**config.mk**
```make
export PLATFORM = sky130hd
export DESIGN_NAME = cdg_ctrl
export DESIGN_NICKNAME = d
export VERILOG_FILES = /design/src/hdl/cdg_pkg.sv /design/src/hdl/cdg_ctrl.sv
export SDC_FILE = /design/constraint.sdc
export NUM_CORES = 1
export LEC_CHECK = 0
export BUFFER_PORTS_ARGS = -buffer_cell sky130_fd_sc_hd__buf_2
export CAP_MARGIN = 10
export CORE_AREA = 8 8 45 47
export DETAILED_ROUTE_END_ITERATION = 8
export DIE_AREA = 0 0 53 55
export SLEW_MARGIN = 20
export SYNTH_ARGS = -nofsm -noshare
export SYNTH_HDL_FRONTEND = slang
export SYNTH_SLANG_ARGS = --single-unit
```
**constraint.sdc**
```tcl
create_clock -name clk -period 3.6 [get_ports clk]
set_input_delay 0.18 -clock clk [delete_from_list [all_inputs] [get_ports clk]]
set_output_delay 0.18 -clock clk [all_outputs]
set_load 0.01 [all_outputs]
```
**src/hdl/cdg_pkg.sv**
```systemverilog
// Shared constants, codes and controller/datapath interface types for the CD+G decoder.
package cdg_pkg;

  localparam int FRAME_WIDTH  = 300;
  localparam int FRAME_HEIGHT = 216;
  localparam int FRAME_PIXELS = FRAME_WIDTH * FRAME_HEIGHT;
  localparam int ADDR_W       = $clog2(FRAME_PIXELS);

  localparam logic [1:0] MODE_APPLY = 2'd0;
  localparam logic [1:0] MODE_READ  = 2'd1;
  localparam logic [1:0] MODE_CLEAR = 2'd2;
  localparam logic [1:0] MODE_ACK   = 2'd3;

  localparam logic [5:0] CMD_GRAPHICS      = 6'd9;
  localparam logic [5:0] INS_MEM_PRESET    = 6'd1;
  localparam logic [5:0] INS_BORDER        = 6'd2;
  localparam logic [5:0] INS_TILE          = 6'd6;
  localparam logic [5:0] INS_TILE_XOR      = 6'd38;
  localparam logic [5:0] INS_SCROLL_PRESET = 6'd20;
  localparam logic [5:0] INS_SCROLL_COPY   = 6'd24;
  localparam logic [5:0] INS_PAL_LOW       = 6'd30;
  localparam logic [5:0] INS_PAL_HIGH      = 6'd31;

  // Decoded item kinds
  localparam logic [3:0] K_NONE   = 4'd0;
  localparam logic [3:0] K_READ   = 4'd1;
  localparam logic [3:0] K_CLEAR  = 4'd2;
  localparam logic [3:0] K_ACK    = 4'd3;
  localparam logic [3:0] K_FILL   = 4'd4;
  localparam logic [3:0] K_BORDER = 4'd5;
  localparam logic [3:0] K_TILE   = 4'd6;
  localparam logic [3:0] K_TILEX  = 4'd7;
  localparam logic [3:0] K_SCRP   = 4'd8;
  localparam logic [3:0] K_SCRC   = 4'd9;
  localparam logic [3:0] K_PAL    = 4'd10;

  // Pixel walker operations
  localparam logic [3:0] OP_ZERO   = 4'd0;
  localparam logic [3:0] OP_FILL   = 4'd1;
  localparam logic [3:0] OP_BORDER = 4'd2;
  localparam logic [3:0] OP_TILE   = 4'd3;
  localparam logic [3:0] OP_TILEX  = 4'd4;
  localparam logic [3:0] OP_SNAP   = 4'd5;
  localparam logic [3:0] OP_SCRP   = 4'd6;
  localparam logic [3:0] OP_SCRC   = 4'd7;
  localparam logic [3:0] OP_READ   = 4'd8;

  localparam logic [1:0] SRC_CONST = 2'd0;
  localparam logic [1:0] SRC_XOR   = 2'd1;
  localparam logic [1:0] SRC_SNAP  = 2'd2;

  typedef struct packed {
    logic       accept;
    logic       start;
    logic [3:0] op;
    logic       pal_load;
    logic       pal_clear;
    logic       set_chg;
    logic       clr_chg;
    logic       out_load;
  } cdg_cmd_t;

  typedef struct packed {
    logic [3:0] kind;
    logic       done;
  } cdg_stat_t;

endpackage

```
**src/hdl/cdg_ctrl.sv**
```systemverilog
// Controller state machine: sequences boot clear, packet operations and result hand-off.
module cdg_ctrl import cdg_pkg::*; (
  input  logic      clk,
  input  logic      rst_n,
  input  logic      in_valid,
  output logic      in_ready,
  output logic      out_valid,
  input  logic      out_ready,
  input  cdg_stat_t stat,
  output cdg_cmd_t  cmd
);

  localparam logic [2:0] ST_BOOT   = 3'd0;
  localparam logic [2:0] ST_BOOTW  = 3'd1;
  localparam logic [2:0] ST_IDLE   = 3'd2;
  localparam logic [2:0] ST_DECODE = 3'd3;
  localparam logic [2:0] ST_RUN    = 3'd4;
  localparam logic [2:0] ST_SNAPW  = 3'd5;
  localparam logic [2:0] ST_DONE   = 3'd6;

  logic [2:0] state_r, state_nxt;
  logic       out_valid_r, out_valid_nxt;

  always_comb begin
    cmd       = '0;
    state_nxt = state_r;
    in_ready  = 1'b0;
    case (state_r)
      ST_BOOT: begin
        cmd.start = 1'b1;
        cmd.op    = OP_ZERO;
        state_nxt = ST_BOOTW;
      end
      ST_BOOTW: begin
        if (stat.done) begin
          state_nxt = ST_IDLE;
        end
      end
      ST_IDLE: begin
        in_ready = 1'b1;
        if (in_valid) begin
          cmd.accept = 1'b1;
          state_nxt  = ST_DECODE;
        end
      end
      ST_DECODE: begin
        state_nxt = ST_RUN;
        case (stat.kind)
          K_READ: begin
            cmd.start = 1'b1;
            cmd.op    = OP_READ;
          end
          K_CLEAR: begin
            cmd.pal_clear = 1'b1;
            cmd.set_chg   = 1'b1;
            cmd.start     = 1'b1;
            cmd.op        = OP_ZERO;
          end
          K_ACK: begin
            cmd.clr_chg = 1'b1;
            state_nxt   = ST_DONE;
          end
          K_FILL: begin
            cmd.set_chg = 1'b1;
            cmd.start   = 1'b1;
            cmd.op      = OP_FILL;
          end
          K_BORDER: begin
            cmd.set_chg = 1'b1;
            cmd.start   = 1'b1;
            cmd.op      = OP_BORDER;
          end
          K_TILE: begin
            cmd.set_chg = 1'b1;
            cmd.start   = 1'b1;
            cmd.op      = OP_TILE;
          end
          K_TILEX: begin
            cmd.set_chg = 1'b1;
            cmd.start   = 1'b1;
            cmd.op      = OP_TILEX;
          end
          K_SCRP, K_SCRC: begin
            cmd.start = 1'b1;
            cmd.op    = OP_SNAP;
            state_nxt = ST_SNAPW;
          end
          K_PAL: begin
            cmd.pal_load = 1'b1;
            cmd.set_chg  = 1'b1;
            state_nxt    = ST_DONE;
          end
          default: begin
            state_nxt = ST_DONE;
          end
        endcase
      end
      ST_SNAPW: begin
        // snapshot taken: rewrite the frame from it
        if (stat.done) begin
          cmd.start   = 1'b1;
          cmd.set_chg = 1'b1;
          cmd.op      = (stat.kind == K_SCRP) ? OP_SCRP : OP_SCRC;
          state_nxt   = ST_RUN;
        end
      end
      ST_RUN: begin
        if (stat.done) begin
          state_nxt = ST_DONE;
        end
      end
      ST_DONE: begin
        if (!out_valid_r || out_ready) begin
          cmd.out_load = 1'b1;
          state_nxt    = ST_IDLE;
        end
      end
      default: begin
        state_nxt = ST_BOOT;
      end
    endcase
  end

  always_comb begin
    out_valid_nxt = out_valid_r;
    if (cmd.out_load) begin
      out_valid_nxt = 1'b1;
    end else if (out_ready) begin
      out_valid_nxt = 1'b0;
    end
  end

  always_ff @(posedge clk) begin
    if (!rst_n) begin
      state_r     <= ST_BOOT;
      out_valid_r <= 1'b0;
    end else begin
      state_r     <= state_nxt;
      out_valid_r <= out_valid_nxt;
    end
  end

  assign out_valid = out_valid_r;

endmodule

```
; After elaboration in Yosys (flattened, before gate mapping)
; Cells that the tools add are included.
[totals]
out_inout_bits = 13
wordCells = 57
register_bits = 4
inputBits = 9
[op_classes]
reduce_logical = 8
mux = 26
n_eq_ne = 21
[op_table]
columns = cell, count
row1 = 5-bit one-hot mux with 7 select lines, 1
row2 = 3-bit one-hot mux with 7 select lines, 1
row3 = 4-bit by 3-bit equality test with 1-bit output (second input constant), 4
row4 = 3-bit 2-to-1 mux, 5
row5 = 5-bit one-hot mux with 3 select lines, 1
row6 = 1-bit 2-to-1 mux, 14
row7 = 4-bit equality test (second input constant), 3
row8 = 6-bit OR reduction, 2
row9 = 2-bit != test (second input constant), 5
row10 = 3-bit equality test (second input constant), 3
row11 = 4-bit by 2-bit equality test with 1-bit output (second input constant), 2
row12 = 3-bit by 2-bit equality test with 1-bit output (second input constant), 2
row13 = 5-bit 2-to-1 mux, 1
row14 = 5-bit AND reduction, 1
row15 = 4-bit by 1-bit equality test with 1-bit output (second input constant), 1
row16 = 2-bit one-hot mux with 2 select lines, 1
row17 = 3-bit by 1-bit equality test with 1-bit output (second input constant), 1
row18 = 3-bit zero test, 1
row19 = 2-bit 2-to-1 mux, 1
row20 = 1-bit one-hot mux with 2 select lines, 1
row21 = 2-bit nonzero test, 1
row22 = 2-bit OR reduction, 1
row23 = 1-bit zero test, 1
row24 = 1-bit logical OR, 1

; Depth between registers and ports, before layout
; Gate-level depths: netlist of the first run.
[depth]
ltp_word = 5
mapped_depth = 6
ltp_nobuf = 4

; Least setup slack after synthesis of the first run
; No wires, ideal clock.
[synth_timing]
path_kind = flip-flop to output port
from = register state_r[0]
to = output cmd[1] (netlist name)
stages_incl_launch_ff = 7
path_buffers = 2
slack_ns = 2.086
arrival_time_ns = 1.334
cell_sequence = dfxtp_1 -> buf_4 -> nand2_2 -> or2_1 -> buf_6 -> or3_4 -> nor2_1
[synth_lines]
columns = element, line
row1 = "start, declared", cdg_ctrl.sv:21  ; logic [2:0] state_r, state_nxt;
row2 = "start signal, assigned", cdg_ctrl.sv:138  ; state_r <= state_nxt;
row3 = "end, declared", cdg_ctrl.sv:10  ; output cdg_cmd_t cmd

==> results.json, run 1 <==
{
  "fin_nets": 90,
  "place_area_um2": 519.2,
  "htree_levels": 1,
  "power_frac_clock_pct": 31.9,
  "groute.usage.overall_pct": 7.705,
  "final_max_slew_viol_count": 0,
  "endpoint": "cmd[8]",
  "fin_crit_sh_pct": 52.39,
  "dieWidth_um": 53,
  "cts_buffer_depth": 2,
  "pre_cts_ws_ns": 1.942,
  "syn_nets": 71,
  "sequentialPowerShare_pct": 36.3,
  "first_pass_iters": 4,
  "antenna_found_initial": 0,
  "p_int_uw": 112.0,
  "worst_setup_path_start_kind": "register",
  "r2r_slack_ns": 2.45,
  "crit_arrival_ns": 1.71,
  "cp-end-kind": "primary output",
  "synthDistinctLibCells": 30,
  "place.gp.congestion": 0.8072,
  "die-area_um2": 2915,
  "port_buffers": 21,
  "grt_max_degree": 11,
  "io_pins": 22,
  "drt-wirelength-per-cell_um": 11.82,
  "fin_skew_ns": 0.003112,
  "run_status": "completed",
  "first_iter_violations": 8,
  "maxSlewHeadroom_pct": 81.22,
  "coreArea_um2": 1384,
  "stdcell_area_um2": 541.8,
  "worst_pin_slew_ns": 0.2813,
  "fin_setup_tns_ns": 0,
  "post_cts_resized": 0,
  "criticalPathCategory": "register to primary output",
  "ys_ff_latch": 4,
  "viasPerCell": 4.916,
  "async_flop_share_pct": 0,
  "avgSynthCellArea_um2": 7.023,
  "drive_gt1_share_pct": 34.18,
  "yosys.area.top_type": "dfxtp_1",
  "root_buffer": "clkbuf_4",
  "synth_area_leaders": "dfxtp_1, o21ai_0, nor2_1",
  "grt_overflow": 0,
  "rsz0062_at_grt": "no",
  "combPwrFrac_pct": 31.8,
  "swShare_pct": 31.84,
  "cts_sinks": 4,
  "clk_latency_ns": 0.23,
  "p_sw_uw": 52.29,
  "synth_top_area_share_pct": 18.39,
  "grt_pass1_vias": 439,
  "initial_core_util_pct": 31.46,
  "wirelength_um": 1123,
  "cts_buffers": 3,
  "fin_cells": 95,
  "cts_tree": "done",
  "grt_pass1_wl_um": 1745,
  "yosysSeqAreaShare_pct": 18.39,
  "cts_setup_buffers": 0,
  "ys.flop_type": "dfxtp_1",
  "fin_crit_ns": 1.886,
  "dpl.hpwl_um": 882.3,
  "synth_cells": 62,
  "max_freq_mhz": 530.2,
  "dp.cells": 92,
  "diodes": 0,
  "hold_viol_final": 0,
  "syn2layout_area_growth_pct": 24.43,
  "worstSetupStartpoint": "state_r[0]$_SDFFE_PN0P_",
  "finalPower_uw": 164.3,
  "synth_edf_count": 0,
  "syn-cell-area_um2": 435.4,
  "p_per_area_nw_per_um2": 303.2,
  "leakage_uw": 0.0002592,
  "crit_required_ns": 3.42,
  "dr_total_vias": 467,
  "worst_slack_ns": 1.714,
  "max-cap-violations": 0,
  "hold_path.class": "primary input to register",
  "num_rows": 14,
  "ys.warnings.count": 0,
  "drc": 0,
  "path_clk_slew_ns": 0.03,
  "synthTopCellsByCount": "nor2_1, o21ai_0",
  "ant_nets": 0,
  "setup_viol": 0,
  "die_h_um": 55,
  "crit-reg2reg-launch": "state_r[0]$_SDFFE_PN0P_",
  "reg2reg_depth": 3,
  "rr_endpoint": "state_r[2]$_SDFFE_PN0P_",
  "peakVddDrop_uv": 170.3,
  "crit_fanout": 10,
  "hold_buffers": 0
}
## stage by stage
| stage | utilization (%) | hold slack (ns) |
|---|---|---|
| 5_1_grt | 39.15 | 0.2487 |
| 3_3_place_gp | 37.52 | 0.4821 |
| 3_5_place_dp | 37.52 | 0.4765 |
| 4_1_cts | 39.15 | 0.2386 |
| 6_report | 39.15 | 0.2389 |
| 2_1_floorplan | - | 0.3196 |
## critical path, stage by stage, from the launching register on
cell and delay (ns):
dfxtp_1 0.47, nand2_2 0.09, or2_1 0.31, or3_4 0.37, nor3_2 0.10, buf_2 0.14
## cells in the final DEF, fill, tap and decap left out, drive strengths merged, types with 2 or more instances in the layout
master,synthesis,layout
nor2,8,8
a21boi,3,3
nand2,5,5
nand2b,4,4
dfxtp,4,4
buf,3,21
nor2b,3,3
o21ai,8,8
clkbuf,4,3
inv,2,2
## logic make-up (layout without fill, tap and decap cells)
family | Yosys count | after routing | synth area share [%]
xor gates and xnor gates | 1 | 1 | 2.012
DFF | 4 | 4 | 18.39
buffers and inverters | 9 | 26 | 11.21
and+or+nand+nor | 29 | 29 | 39.08
AOI/OAI and AO/OA | 19 | 19 | 29.31
## cell type report
class / count / area, µm²
tap: 16 / 20.02
fill: 152 / 842.1
timing repair buffer: 21 / 105.1
clock buffer: 3 / 22.52
multi-input combinational: 49 / 306.5
sequential: 4 / 80.08
inverter: 2 / 7.507
## state kept, by name, summed over array words and instances (netlist names)
signal,flops
out_valid,1
state_r,3
## routing by layer
metal	GRT usage, %	wire [µm]	up-vias
met5	0	0	-
met4	2.586	0	0
met3	3.476	100	0
met2	14.06	499	16
met1	7.599	524	199
li1	-	-	252
## how the worst min path moves through the flow
stage	startpoint	end	slack [ns]	cells past startpoint
after CTS	rst_n	state_r[1]$_SDFFE_PN0P_	0.24	2
final	rst_n	state_r[1]$_SDFFE_PN0P_	0.24	2
after detailed placement	rst_n	state_r[1]$_SDFFE_PN0P_	0.48	2
after floorplan	rst_n	state_r[1]$_SDFFE_PN0P_	0.32	1
after global routing	rst_n	state_r[1]$_SDFFE_PN0P_	0.25	2
after global placement	rst_n	state_r[1]$_SDFFE_PN0P_	0.48	2
## power by group through the flow
stage / clock network, µW / logic (µW) / registers [µW]
after floorplan: 0 / 45.9 / 53.0
after global placement: 0 / 53.0 / 59.4
after detailed placement: 0 / 52.7 / 60.1
after CTS: 54.3 / 53.0 / 59.5
after global routing: 59.3 / 58.3 / 61.1
final: 52.4 / 52.2 / 59.6
No activity file was read; power rests on OpenSTA's default activity.
==> run 2: changes to the inputs <==
==> constraint.sdc (replaced) <==
create_clock -name clk -period 1.5 [get_ports clk]
set_input_delay 0.075 -clock clk [delete_from_list [all_inputs] [get_ports clk]]
set_output_delay 0.075 -clock clk [all_outputs]
set_load 0.01 [all_outputs]
==> results.json, run 2 (synthesis gave the netlist of run 1 again) <==
{
  "hold_path.class": "primary input to register",
  "final_common_cell": "buf_2",
  "drc": 0,
  "initial_core_util_pct": 31.46,
  "first_iter_violations": 4,
  "top_layer_used": "met3",
  "cp_cell_sequence": "nand2_2 -> or2_4 -> or3_4 -> nor3_2 -> buf_2",
  "antenna_found_initial": 0,
  "drt-wirelength-per-cell_um": 11.94,
  "grt_pass1_wl_um": 1945,
  "criticalPathCategory": "register to primary output",
  "p_per_area_nw_per_um2": 696.0,
  "pre_cts_ws_ns": 0.1107,
  "cts_sinks": 4,
  "multi_input_area_um2": 325.3,
  "wirelength_um": 1230,
  "setup_viol": 4,
  "worst_slack_ns": -0.03704,
  "diodes": 0,
  "path_clk_slew_ns": 0.03,
  "met2_length_um": 592,
  "groute.usage.overall_pct": 8.679,
  "clk_latency_ns": 0.23,
  "crit_slowest_cell": "or3_4",
  "cpLargestDelayFamily": "simple AND/OR/NAND/NOR gates",
  "nFillCells": 141,
  "syn2layout_area_growth_pct": 44.54,
  "drive_gt1_share_pct": 47.13,
  "coreArea_um2": 1384,
  "dpl.hpwl_um": 906.3,
  "place.gp.congestion": 0.8130,
  "path_depth": 5,
  "peakVddDrop_uv": 388.7,
  "final_max_slew_viol_count": 0,
  "regMostFlops": "state_r",
  "whs_path_depth": 2,
  "final-seq-area_um2": 82.58,
  "worst_setup_path_start_kind": "register",
  "layout_common_cells": "buf_2, buf_4, nor2_1, o21ai_0",
  "fin_nets": 98,
  "die-area_um2": 2915,
  "dp.cells": 95,
  "fin_setup_tns_ns": -0.07846,
  "num_rows": 14,
  "cts_buffer_depth": 2,
  "wl_met3_um": 101,
  "htree_levels": 1,
  "max_freq_mhz": 650.6,
  "leakage_uw": 0.0003035,
  "fin_skew_ns": 0.003694,
  "crit_arrival_ns": 1.46,
  "hold_buffers": 0,
  "io_pins": 22,
  "rsz0062_at_grt": "yes",
  "critical_path_buf_inv_count": 1,
  "crit_required_ns": 1.42,
  "fin_crit_ns": 1.537,
  "cts_buffers": 3,
  "root_buffer": "clkbuf_4",
  "max-cap-violations": 0,
  "hold_viol_final": 0,
  "ant_nets": 0,
  "maxSlewHeadroom_pct": 84.26,
  "fin_cells": 103,
  "cts_tree": "done",
  "grt_overflow": 0,
  "slowest_delay_ns": 0.36,
  "fin_crit_sh_pct": 102.5,
  "cp-end-kind": "primary output",
  "reg2reg_depth": 3,
  "first_pass_iters": 3,
  "largest_reg_flops": 3,
  "worst_pin_slew_ns": 0.2354,
  "run_status": "finished with violations",
  "grt_max_degree": 10,
  "port_buffers": 21,
  "wl_met1_um": 536,
  "dr_total_vias": 506,
  "grt_pass1_vias": 486,
  "dieWidth_um": 53,
  "crit_fanout": 5,
  "violations": "negative setup slack",
  "die_h_um": 55,
  "viasPerCell": 4.913
}
-- run 2: report_power, final --
group	internal, µW	switching (µW)
logic	88.3	90.7
clock network	89.3	40.9
registers	121	7.92
total	298	140
-- run 2: metrics by stage --
| step | utilization (%) | hold slack [ns] | power [µW] | instance area, µm² |
|---|---|---|---|---|
| after floorplan | - | 0.2146 | 237.4 | 435.4 |
| after global placement | 39.15 | 0.3678 | 286.5 | 541.8 |
| after detailed placement | 39.15 | 0.3655 | 286.8 | 541.8 |
| after CTS | 42.22 | 0.1116 | 433.4 | 584.3 |
| after global routing | 45.48 | 0.1309 | 472.3 | 629.4 |
| final | 45.48 | 0.1221 | 438.0 | 629.4 |
-- run 2: cell type report --
class                   count  share of cell area (%)
clock buffers               3                   3.579
well taps                  16                   3.181
repair buffers             29                   27.24
inverters                   2                   1.193
flip-flops and latches      4                   13.12
multi-input cells          49                   51.69
-- run 2: routing by layer --
layer  vias up  global-route usage [%]
met5         -                       0
met4         0                   5.172
met3         0                   2.139
met2        16                   15.63
met1       225                   8.939
li1        265                       -
-- run 2: what timing repair did --
action / in CTS / in global routing
pin swaps: 2 / 2
setup endpoints to repair: 4 / 6
setup buffers: 2 / 3
endpoints found under the hold margin: 0 / 0
gates resized for setup: 3 / 7
gates cloned: 0 / 0
-- run 2: final timing paths --
path | slack (ns) | end | startpoint
min reg2reg | 0.53 | out_valid$_SDFFE_PN0P_ | out_valid$_SDFFE_PN0P_
max | -0.04 | cmd[8] | state_r[1]$_SDFFE_PN0P_
max reg2reg | 0.37 | state_r[0]$_SDFFE_PN0P_ | state_r[1]$_SDFFE_PN0P_
min | 0.12 | state_r[1]$_SDFFE_PN0P_ | rst_n
-- run 2: worst reg2reg max path, delay by kind of cell (launching register included) --
kind / cells / cell delay [ns]
buffers and inverters: 1 / 0.15
and+or+nand+nor: 1 / 0.48
DFF: 1 / 0.32
AOI/OAI and AO/OA: 1 / 0.09
==> run 3: changes to the inputs <==
--- a/config.mk
+++ b/config.mk
@@ -7,9 +7,12 @@
 export LEC_CHECK = 0
 export BUFFER_PORTS_ARGS = -buffer_cell sky130_fd_sc_hd__buf_2
 export CAP_MARGIN = 10
-export CORE_AREA = 8 8 45 47
+export CELL_PAD_IN_SITES_DETAIL_PLACEMENT = 1
+export CELL_PAD_IN_SITES_GLOBAL_PLACEMENT = 1
+export CORE_MARGIN = 8
+export CORE_UTILIZATION = 26
 export DETAILED_ROUTE_END_ITERATION = 8
-export DIE_AREA = 0 0 53 55
+export PLACE_DENSITY_LB_ADDON = 0.1
 export SLEW_MARGIN = 20
 export SYNTH_ARGS = -nofsm -noshare
 export SYNTH_HDL_FRONTEND = slang
==> results.json, run 3 (synthesis gave the netlist of run 1 again) <==
{
  "fin_crit_ns": 1.539,
  "worst_pin_slew_ns": 0.2436,
  "dpl.hpwl_um": 1114,
  "hold_buffers": 0,
  "syn2layout_area_growth_pct": 39.65,
  "coreArea_um2": 1541,
  "cts_buffers": 3,
  "groute.usage.overall_pct": 8.775,
  "crit_required_ns": 1.42,
  "cts_sinks": 4,
  "finalPower_uw": 450.4,
  "peakVddDrop_uv": 484.3,
  "stdcell_area_um2": 608.1,
  "num_rows": 14,
  "ant_nets": 0,
  "regMostFlops": "state_r",
  "path_clk_slew_ns": 0.04,
  "maxSlewHeadroom_pct": 83.71,
  "p_per_area_nw_per_um2": 740.7,
  "largest_reg_flops": 3,
  "crit_slowest_cell": "or3_4",
  "dieWidth_um": 56.92,
  "criticalPathCategory": "register to primary output",
  "root_buffer": "clkbuf_4",
  "dr_total_vias": 532,
  "leakage_uw": 0.0002947,
  "worst_slack_ns": -0.03864,
  "worst_setup_path_start_kind": "register",
  "crit_arrival_ns": 1.46,
  "fin_nets": 97,
  "max_freq_mhz": 649.9,
  "first_pass_iters": 4,
  "run_status": "finished with violations",
  "cp-end-kind": "primary output",
  "die-area_um2": 3240,
  "fin_skew_ns": 0.005674,
  "grt_pass1_vias": 574,
  "fin_crit_sh_pct": 102.6,
  "grt_max_degree": 10,
  "setup_viol": 3,
  "hold_viol_final": 0,
  "antenna_found_initial": 0,
  "drive_gt1_share_pct": 45.35,
  "viasPerCell": 5.216,
  "fin_util_pct": 39.45,
  "drc": 0,
  "drt-wirelength-per-cell_um": 13.40,
  "first_iter_violations": 5,
  "max-cap-violations": 0,
  "diodes": 0,
  "wirelength_um": 1367,
  "initial_core_util_pct": 28.25,
  "grt_overflow": 0,
  "slowest_delay_ns": 0.35,
  "hold_path.class": "primary input to register",
  "port_buffers": 21,
  "cp_cell_sequence": "nand2_2 -> or2_4 -> or3_4 -> nor3_2 -> buf_2",
  "io_pins": 22,
  "place.gp.congestion": 0.7304,
  "clk_latency_ns": 0.24,
  "place_area_um2": 549.3,
  "rsz0062_at_grt": "yes",
  "layout_common_cells": "buf_2, nor2_1, o21ai_0, buf_4",
  "htree_levels": 1,
  "final_common_cell": "buf_2",
  "crit_fanout": 4,
  "violations": "negative setup slack",
  "cts_buffer_depth": 2,
  "final_max_slew_viol_count": 0,
  "grt_pass1_wl_um": 2380,
  "cts_tree": "done",
  "die_h_um": 56.92
}
[run 3: changes by cell type in the layout (fill, tap and decap cells not counted)]
cell and delta:
nor2_4 -1, o21ai_0 +1, o31ai_2 -1, buf_2 +1, buf_4 -1, nor2_2 +1, o31ai_1 +1, nor4_2 +1
buf_6 -1, nor4_1 -1, o21ai_2 -1
[run 3: worst max-delay path: cells and delay by family (launching register included)]
kind / cells / cell delay [ns]
buf+inv: 1 / 0.14
flops: 1 / 0.33
simple gates: 4 / 0.74
[run 3: per-stage QoR]
stage | setup TNS [ns] | hold slack [ns] | worst slack [ns] | std cells
final | -0.06606 | 0.1139 | -0.03864 | 102
after global routing | -0.3739 | 0.1197 | -0.08856 | 102
after CTS | -0.06412 | 0.1203 | -0.03861 | 101
after detailed placement | 0 | 0.3849 | 0.1741 | 96
after global placement | 0 | 0.3725 | 0.2027 | 96
after floorplan | 0 | 0.2146 | 0.09084 | 62
[run 3: layout make-up]
cell class	count	area, µm²
Multi-Input combinational cell	49	317.8
Timing Repair Buffer	28	157.7
Sequential cell	4	82.58
Clock buffer	3	22.52
Fill cell	216	933.4
Tap cell	16	20.02
Inverter	2	7.507
[run 3: power by group]
part           total [µW]  leakage [µW]  internal (µW)  switching, µW
logic                 179      0.000248           85.1           93.6
registers             129     0.0000333            121           7.98
clock network         143     0.0000138           90.1           52.9
[run 3: what timing repair did]
action	CTS	global route
buffers inserted	2	1
pin swaps	1	1
resized for setup	3	3
setup endpoints to repair	6	9
hold endpoints to repair	0	0
[run 3: per-layer routing]
metal	share of wire, %	routed length, µm	GRT usage (%)	vias up
li1	-	-	-	267
met5	0	0	0	-
met3	9.6	131	5.618	0
met1	45	617	9.572	247
met4	0	0	2.013	0
met2	45	617	13.95	18
[run 3: path summary, 6_finish.rpt]
path,start,to,slack [ns],cells after the start
worst min-delay path,rst_n,state_r[1]$_SDFFE_PN0P_,0.11,2
worst max register to register,state_r[1]$_SDFFE_PN0P_,state_r[0]$_SDFFE_PN0P_,0.39,3
worst min register to register,out_valid$_SDFFE_PN0P_,out_valid$_SDFFE_PN0P_,0.53,2
worst max-delay path,state_r[0]$_SDFFE_PN0P_,cmd[8],-0.04,5
